===== src/sv/ordered_key_value_table_core_defines.svh =====
// assertion macros used by ordered_key_value_table_core.sv
`ifndef ORDERED_KEY_VALUE_TABLE_CORE_DEFINES_SVH
`define ORDERED_KEY_VALUE_TABLE_CORE_DEFINES_SVH

`ifndef SYNTHESIS
`define OKVT_ASSERT(label, prop, msg) \
	label: assert property (@(posedge clk) disable iff (!arst_n) prop) else $error(msg);
`define OKVT_ASSERT_ALWAYS(label, prop, msg) \
	label: assert property (@(posedge clk) prop) else $error(msg);
`else
`define OKVT_ASSERT(label, prop, msg)
`define OKVT_ASSERT_ALWAYS(label, prop, msg)
`endif

`endif


===== src/sv/okvt_pkg.sv =====
package okvt_pkg;

	localparam int CAPACITY   = 16;
	localparam int KEY_BITS   = 32;
	localparam int VALUE_BITS = 32;
	localparam int CNT_W      = $clog2(CAPACITY + 1);

	typedef enum logic [1:0] {
		OP_PUT           = 2'd0,
		OP_PUT_IF_ABSENT = 2'd1,
		OP_GET           = 2'd2,
		OP_REMOVE        = 2'd3
	} op_kind_t;

	typedef enum logic [1:0] {
		ST_DONE     = 2'd0,
		ST_ZERO_KEY = 2'd1,
		ST_FULL     = 2'd2
	} status_t;

	typedef logic [KEY_BITS-1:0]   key_t;
	typedef logic [VALUE_BITS-1:0] value_t;
	typedef logic [CNT_W-1:0]      count_t;

	// per-cell control from the table controller
	typedef struct packed {
		logic valid;
		logic write_val;
		logic load_new;
		logic shift;
	} cell_ctrl_t;

endpackage


===== src/sv/okvt_req_if.sv =====
interface okvt_req_if import okvt_pkg::*; ();
	logic     valid;
	logic     ready;
	op_kind_t kind;
	key_t     lookup_key;
	value_t   new_value;

	modport source (output valid, kind, lookup_key, new_value, input ready);
	modport sink (input valid, kind, lookup_key, new_value, output ready);
endinterface


===== src/sv/okvt_rsp_if.sv =====
interface okvt_rsp_if import okvt_pkg::*; ();
	logic    valid;
	logic    ready;
	status_t status;
	logic    hit;
	value_t  old_value;
	count_t  entry_count;

	modport source (output valid, status, hit, old_value, entry_count, input ready);
	modport sink (input valid, status, hit, old_value, entry_count, output ready);
endinterface


===== src/sv/okvt_cell.sv =====
module okvt_cell import okvt_pkg::*; (
	input  logic       clk,
	input  cell_ctrl_t ctrl,
	input  key_t       lookup_key,
	input  value_t     new_value,
	input  key_t       next_key,
	input  value_t     next_value,
	output key_t       key,
	output value_t     value,
	output logic       match
);

	key_t   key_q;
	value_t value_q;

	assign match = ctrl.valid && (key_q == lookup_key);
	assign key   = key_q;
	assign value = value_q;

	always_ff @(posedge clk) begin
		if (ctrl.shift) begin
			key_q   <= next_key;
			value_q <= next_value;
		end else if (ctrl.load_new) begin
			key_q   <= lookup_key;
			value_q <= new_value;
		end else if (ctrl.write_val) begin
			value_q <= new_value;
		end
	end

endmodule


===== src/sv/ordered_key_value_table_core.sv =====
// channel  dir  payload
// req      in   kind, lookup_key, new_value
// rsp      out  status, hit, old_value, entry_count
//
// one item per cycle unless rsp stalls: all cells compare their key in parallel,
// the result is registered and shows in the cycle after the item is taken
// a remove shifts every cell past the match down by one in that same cycle
// req.ready is high while the response register is empty or being drained
// reset clears the entry count and the response valid; cell contents need none
`include "ordered_key_value_table_core_defines.svh"

module ordered_key_value_table_core import okvt_pkg::*; (
	input  logic   clk,
	input  logic   arst_n,
	okvt_req_if.sink   req,
	okvt_rsp_if.source rsp
);

	count_t     occ_q;
	logic       rsp_valid_q;
	status_t    status_q;
	logic       hit_q;
	value_t     old_q;
	count_t     count_q;

	key_t       cell_key [CAPACITY];
	value_t     cell_val [CAPACITY];
	logic [CAPACITY-1:0] match_vec;
	logic [CAPACITY-1:0] at_or_after;
	cell_ctrl_t ctrl [CAPACITY];

	logic    accept, key_zero, is_put, hit, full, do_insert, do_remove;
	value_t  old_value;
	status_t status_d;
	count_t  occ_d;

	assign req.ready = !rsp_valid_q || rsp.ready;
	assign accept    = req.valid && req.ready;
	assign key_zero  = (req.lookup_key == '0);
	assign is_put    = (req.kind == OP_PUT) || (req.kind == OP_PUT_IF_ABSENT);
	assign hit       = !key_zero && (|match_vec);
	assign full      = (occ_q == count_t'(CAPACITY));
	assign do_insert = !key_zero && is_put && !hit && !full;
	assign do_remove = (req.kind == OP_REMOVE) && hit;

	// keys are unique, so at most one cell matches
	always_comb begin
		old_value = '0;
		for (int i = 0; i < CAPACITY; i++) begin
			if (match_vec[i])
				old_value = old_value | cell_val[i];
		end
		if (key_zero)
			old_value = '0;
	end

	always_comb begin
		if (key_zero)
			status_d = ST_ZERO_KEY;
		else if (is_put && !hit && full)
			status_d = ST_FULL;
		else
			status_d = ST_DONE;
		if (do_insert)
			occ_d = occ_q + count_t'(1);
		else if (do_remove)
			occ_d = occ_q - count_t'(1);
		else
			occ_d = occ_q;
	end

	genvar g;
	generate
		for (g = 0; g < CAPACITY; g++) begin : g_cell
			key_t   nk;
			value_t nv;

			if (g == 0) begin : g_first
				assign at_or_after[g] = match_vec[g];
			end else begin : g_rest
				assign at_or_after[g] = at_or_after[g-1] | match_vec[g];
			end

			if (g == CAPACITY - 1) begin : g_last
				assign nk = '0;
				assign nv = '0;
			end else begin : g_mid
				assign nk = cell_key[g+1];
				assign nv = cell_val[g+1];
			end

			always_comb begin
				ctrl[g].valid     = count_t'(g) < occ_q;
				ctrl[g].write_val = accept && !key_zero && (req.kind == OP_PUT)
					&& match_vec[g];
				ctrl[g].load_new  = accept && do_insert && (occ_q == count_t'(g));
				ctrl[g].shift     = accept && do_remove && at_or_after[g];
			end

			okvt_cell u_cell (
				.clk        (clk),
				.ctrl       (ctrl[g]),
				.lookup_key (req.lookup_key),
				.new_value  (req.new_value),
				.next_key   (nk),
				.next_value (nv),
				.key        (cell_key[g]),
				.value      (cell_val[g]),
				.match      (match_vec[g])
			);
		end
	endgenerate

	always_ff @(posedge clk or negedge arst_n) begin
		if (!arst_n) begin
			occ_q       <= '0;
			rsp_valid_q <= 1'b0;
		end else begin
			if (accept) begin
				occ_q       <= occ_d;
				rsp_valid_q <= 1'b1;
			end else if (rsp.ready) begin
				rsp_valid_q <= 1'b0;
			end
		end
	end

	always_ff @(posedge clk) begin
		if (accept) begin
			status_q <= status_d;
			hit_q    <= hit;
			old_q    <= old_value;
			count_q  <= occ_d;
		end
	end

	assign rsp.valid       = rsp_valid_q;
	assign rsp.status      = status_q;
	assign rsp.hit         = hit_q;
	assign rsp.old_value   = old_q;
	assign rsp.entry_count = count_q;

	`OKVT_ASSERT(a_unique_keys, $onehot0(match_vec), "more than one cell holds the key")
	`OKVT_ASSERT_ALWAYS(a_occ_range, !arst_n || occ_q <= count_t'(CAPACITY), "count too big")
	`OKVT_ASSERT(a_remove_shrinks, accept && do_remove |=> occ_q == $past(occ_q) - count_t'(1), "remove did not shrink table")
	`OKVT_ASSERT(a_full_clean, rsp_valid_q && status_q == ST_FULL |-> !hit_q && old_q == '0, "full response carries data")

endmodule

===== src/flat_wrapper.sv =====
// flat-port wrapper written by rule: the top's interface ports become plain ports
module ordered_key_value_table_core_flat import okvt_pkg::*;
  (clk, arst_n, req_valid, req_kind, req_lookup_key, req_new_value, req_ready, rsp_valid, rsp_status, rsp_hit, rsp_old_value, rsp_entry_count, rsp_ready);
  okvt_req_if req_i ();
  okvt_rsp_if rsp_i ();
  input  logic clk;
  input  logic arst_n;
  input wire logic [$bits(req_i.valid)-1:0] req_valid;
  input wire logic [$bits(req_i.kind)-1:0] req_kind;
  input wire logic [$bits(req_i.lookup_key)-1:0] req_lookup_key;
  input wire logic [$bits(req_i.new_value)-1:0] req_new_value;
  output wire logic [$bits(req_i.ready)-1:0] req_ready;
  output wire logic [$bits(rsp_i.valid)-1:0] rsp_valid;
  output wire logic [$bits(rsp_i.status)-1:0] rsp_status;
  output wire logic [$bits(rsp_i.hit)-1:0] rsp_hit;
  output wire logic [$bits(rsp_i.old_value)-1:0] rsp_old_value;
  output wire logic [$bits(rsp_i.entry_count)-1:0] rsp_entry_count;
  input wire logic [$bits(rsp_i.ready)-1:0] rsp_ready;
  assign req_i.valid = req_valid;
  assign req_i.kind = req_kind;
  assign req_i.lookup_key = req_lookup_key;
  assign req_i.new_value = req_new_value;
  assign req_ready = req_i.ready;
  assign rsp_valid = rsp_i.valid;
  assign rsp_status = rsp_i.status;
  assign rsp_hit = rsp_i.hit;
  assign rsp_old_value = rsp_i.old_value;
  assign rsp_entry_count = rsp_i.entry_count;
  assign rsp_i.ready = rsp_ready;
  ordered_key_value_table_core u_core (.clk(clk), .arst_n(arst_n), .req(req_i), .rsp(rsp_i));
endmodule

===== config.mk =====
export PLATFORM = sky130hd
export DESIGN_NAME = ordered_key_value_table_core_flat
export DESIGN_NICKNAME = d
export VERILOG_FILES = /design/src/sv/okvt_pkg.sv /design/src/sv/okvt_req_if.sv /design/src/sv/okvt_rsp_if.sv /design/src/sv/okvt_cell.sv /design/src/sv/ordered_key_value_table_core.sv /design/src/flat_wrapper.sv
export VERILOG_INCLUDE_DIRS = /design/src /design/src/sv
export SDC_FILE = /design/constraint.sdc
export NUM_CORES = 2
export LEC_CHECK = 0
export ABC_AREA = 1
export ABC_CLOCK_PERIOD_IN_PS = 6250
export BUFFER_PORTS_ARGS = -buffer_cell sky130_fd_sc_hd__buf_4
export CAP_MARGIN = 40
export CELL_PAD_IN_SITES_DETAIL_PLACEMENT = 1
export CELL_PAD_IN_SITES_GLOBAL_PLACEMENT = 1
export CORE_MARGIN = 2
export CORE_UTILIZATION = 46
export CTS_BUF_LIST = sky130_fd_sc_hd__clkbuf_4
export DETAILED_ROUTE_END_ITERATION = 8
export GPL_ROUTABILITY_DRIVEN = 0
export GPL_TIMING_DRIVEN = 1
export PLACE_DENSITY_LB_ADDON = 0.1
export RECOVER_POWER = 25
export SETUP_SLACK_MARGIN = 0.3
export SYNTH_ARGS = -nofsm -noshare
export SYNTH_HDL_FRONTEND = slang
export SYNTH_SLANG_ARGS = --single-unit

===== constraint.sdc =====
create_clock -name clk -period 6.25 [get_ports clk]
set_input_delay 0.9375 -clock clk [delete_from_list [all_inputs] [get_ports clk]]
set_output_delay 0.9375 -clock clk [all_outputs]
set_load 0.05 [all_outputs]

==> results by group <==
Status
  – Status: complete, but fails checks
  – Failing checks: capacitance limit, slew limit

Detailed routing
  – DR WL/cell: about 30 um
  – Drt pass-1 iters: 8
  – DRC viols: 0
  – Detail-routed via count per cell: slightly above 6
  – Final wirelength: 246 mm
  – Vias: between 40k and 50k
  – Drt first-iter violations: ~6.5k
  – Post-route ant nets: 0

Global route
  – First-pass GRT wire length: 351 mm
  – Total GRT Usage: between 30% and 40%
  – Vias in the first global route: 50.5k
  – Gr ovfl total: 0
  – Initial antenna violation count: 12
  – Largest net degree at the start of global routing: about 100

Synthesis
  – Register area share after synthesis: 56.6%
  – Post-synth EDFFs: roughly 1.0k
  – Synth Net Count: 6,209
  – Cells after Synth: 6,134
  – Top_reg_cell synth: edfxtp_1
  – FF+latch count, synth: 1,070
  – Synthesized area per cell: 9.07 um^2
  – Synth cell types: 55
  – Ys async rst share: less than 1%
  – Syn. warnings: 0
  – Synth Cell Area: ~56,000 um^2

Clocking
  – Post-CTS setup buffers: 0
  – TritonCTS clock tree: built
  – H-Tree Depth: 5
  – Root Buffer: clkbuf_4
  – Clock latency on the worst-skew pair: roughly 1.3 ns
  – Clock Tree Buf Depth: 4
  – Clock transition at path regs: approximately 0.070 ns
  – Post-CTS sizing: 0
  – CTS Buf Count: approximately 320
  – # clock sinks: between 1k and 1.5k

Critical path
  – Crit-path max cell delay: roughly 1.2 ns
  – CP endpoint kind: flip-flop
  – Critical setup path kind: reg -> reg
  – Crit path launch type: flip-flop
  – CP required: ~7.4 ns
  – Worst Path Max Fanout: 36
  – Worst-path cell chain: nor2_4 -> nand2_1 -> clkinv_1 -> a21oi_1 -> nand3_2 -> clkbuf_2 -> inv_1 -> o31ai_1 -> buf_4 -> nor2_1 -> a21oi_2
  – Slowest cell on crit path: clkbuf_2
  – Worst r2r src: u_core.occ_q[4]
  – Crit path from: u_core.occ_q[4]
  – R2R setup slack: approximately 0.28 ns
  – Arrival @ worst endpoint: 7.13 ns

Timing
  – Unrepaired setup endpoints after global routing: no
  – Setup violators final: 0
  – Max Slew Vio Count: 90
  – Worst slew pin tran: between 3 and 4 ns
  – Final period util: 95.6%
  – Skew final: between 0.09 and 0.1 ns
  – Hold Fails Final Rpt: 0
  – Rel. slew slack: -137%
  – Final TNS setup: 0 ns
  – Fmax: 167 MHz
  – Minimum clock period: approximately 6 ns

Finish
  – Area Overhead vs Synth: 11.5%
  – FILL cells: 14.0k
  – Share of layout cells above drive strength 1: around an eighth
  – Nets: between 6k and 7k
  – Design area: 62,000 um^2

Die
  – Die area: 124,000 um^2
  – Top Ports: around 110
  – Row count: 127
  – Placeable Area: around 120,000 um^2
  – Die height: approximately 350 um
  – Die span in x: roughly 350 um
  – Starting Density: roughly 46%

Flow run
  – Max-cap violations: 3

Placement
  – IO Port Bufs: around 110
  – Placed cell areas: 58,000 um^2
  – Dpl hpwl: 155 mm

Power
  – Maximum vdd ir drop: about 0.21 mV
  – Power density over the cells: about 270 nW/um^2
  – Leak: 25.2 nW

Hold path
  – Hold path start: req_lookup_key[17]
  – Worst hold path type: in -> reg
==> power by group <==
part | switching, W | internal (W) | leakage, nW
clock network | 0.00335 | 0.00366 | 2.40
registers | 0.000216 | 0.00808 | 9.62
logic | 0.00120 | 0.000474 | 13.2
total | 0.00476 | 0.0122 | 25.2
==> metrics by stage <==
| stage | cells | utilization, % | power (W) | setup WS, ns | hold slack, ns |
|---|---|---|---|---|---|
| floorplan | 6134 | - | 0.00938 | 0.729 | 0.447 |
| global placement | 7586 | 48.2 | 0.0100 | 0.611 | 0.463 |
| detailed placement | 7590 | 48.3 | 0.0101 | 0.577 | 0.475 |
| CTS | 8173 | 51.9 | 0.0170 | 0.768 | 0.0315 |
| global route | 8176 | 51.7 | 0.0176 | 0.325 | 0.0816 |
| finish | 8180 | 51.7 | 0.0170 | 0.276 | 0.134 |
==> final timing paths <==
check	to	cells past startpoint
min in group asynchronous	u_core.occ_q[4]	3
min	u_core.g_cell[3].u_cell.key[17]	3
max reg2reg	u_core.g_cell[3].u_cell.value[14]	11
max	u_core.g_cell[3].u_cell.value[14]	11
max in group asynchronous	u_core.occ_q[1]	3
min reg2reg	u_core.g_cell[15].u_cell.key[8]	2
==> cells in the mapped netlist (all sizes together) (5+ instances only) <==
master  number  area share [%]
a21oi      206             1.9
a221oi      53            0.83
a31oi       18            0.20
a41oi        5           0.079
buf        296             3.3
clkbuf     147             1.0
clkinv       7           0.047
dfrtp        6            0.27
dfxtp       64             2.3
edfxtp    1000              54
ha           5            0.11
inv        707             4.8
nand2     1503              10
nand3      120             1.1
nand3b       6           0.088
nand4       44            0.53
nor2       391             2.8
nor3        30            0.29
nor4        50            0.56
o211ai      19            0.26
o21ai     1029             9.3
o22ai      144             1.6
or2          6           0.068
xnor2      145             2.3
xor2       115             1.8
==> cells by family after synthesis <==
group	synth area share, %
DFF	56.6
xor gates and xnor gates	4.09
buffers and inverters	9.16
and+or+nand+nor	15.7
AOI/OAI and AO/OA	14.4
adders and majority gates	0.112
==> worst max-delay path, delay by kind of cell, from the launching register on <==
kind	cells	cell delay, ns
buffers and inverters	4	2.75
and+or+nand+nor	4	1.34
AOI/OAI and AO/OA	3	1.12
DFF	1	0.52
==> routing by layer <==
metal	vias to the layer above	part of all wire [%]	global-route usage [%]
li1	21200	-	-
met1	24600	37	48.8
met2	3122	45	62.1
met3	891	11	10.2
met4	8	6.8	25.1
met5	-	0.024	0
==> final cells by class <==
class                   instances  area [um^2]  area share (%)
inverters                     714         2680            4.33
clock buffers                 496         3720            6.01
flip-flops and latches       1070        31500            50.8
multi-input cells            3907        19100            30.8
clock inverters                52          250           0.404
well taps                    1612         2020            3.25
repair buffers                322         2730            4.40
diodes                          7         17.5          0.0283
==> state kept, by name, summed over array words and instances (netlist names) <==
name / flops
u_core.rsp.status: 2
u_core.rsp.hit: 1
u_core.rsp.old_value: 32
u_core.rsp.entry_count: 5
u_core.occ_q: 5
u_core.g_cell.u_cell.value: 512
u_core.g_cell.u_cell.key: 512
u_core.rsp.valid: 1
==> placed cells by master (no fill, tap or decap), drive strengths merged, types with 2 or more instances in the layout <==
master       netlist  layout
nor4b              2       2
a221oi            53      53
bufinv             0       2
clkbuf           147     553
a41oi              5       5
buf              296     230
or2                6       6
o21ai           1029    1029
nor4              50      50
nand2           1503    1503
o211ai            19      19
nand3            120     120
ha                 5       5
a31oi             18      18
a21oi            206     206
xnor2            145     145
nor3              30      30
nand3b             6       6
xor2             115     115
diode              0       7
dfxtp             64      64
clkinv             7      53
nor3b              3       3
edfxtp          1000    1000
nor2             391     391
a211oi             2       2
nand4             44      44
dlygate4sd3        0      35
o2111ai            4       4
o22ai            144     144
inv              707     710
dfrtp              6       6
o221ai             4       4
==> timing repair <==
action | in CTS | in global routing
endpoints found under the hold margin | 272 | 0
hold buffers | 35 | 0
endpoints found under the setup margin | 0 | 0
(Power assumes the default switching activity.)
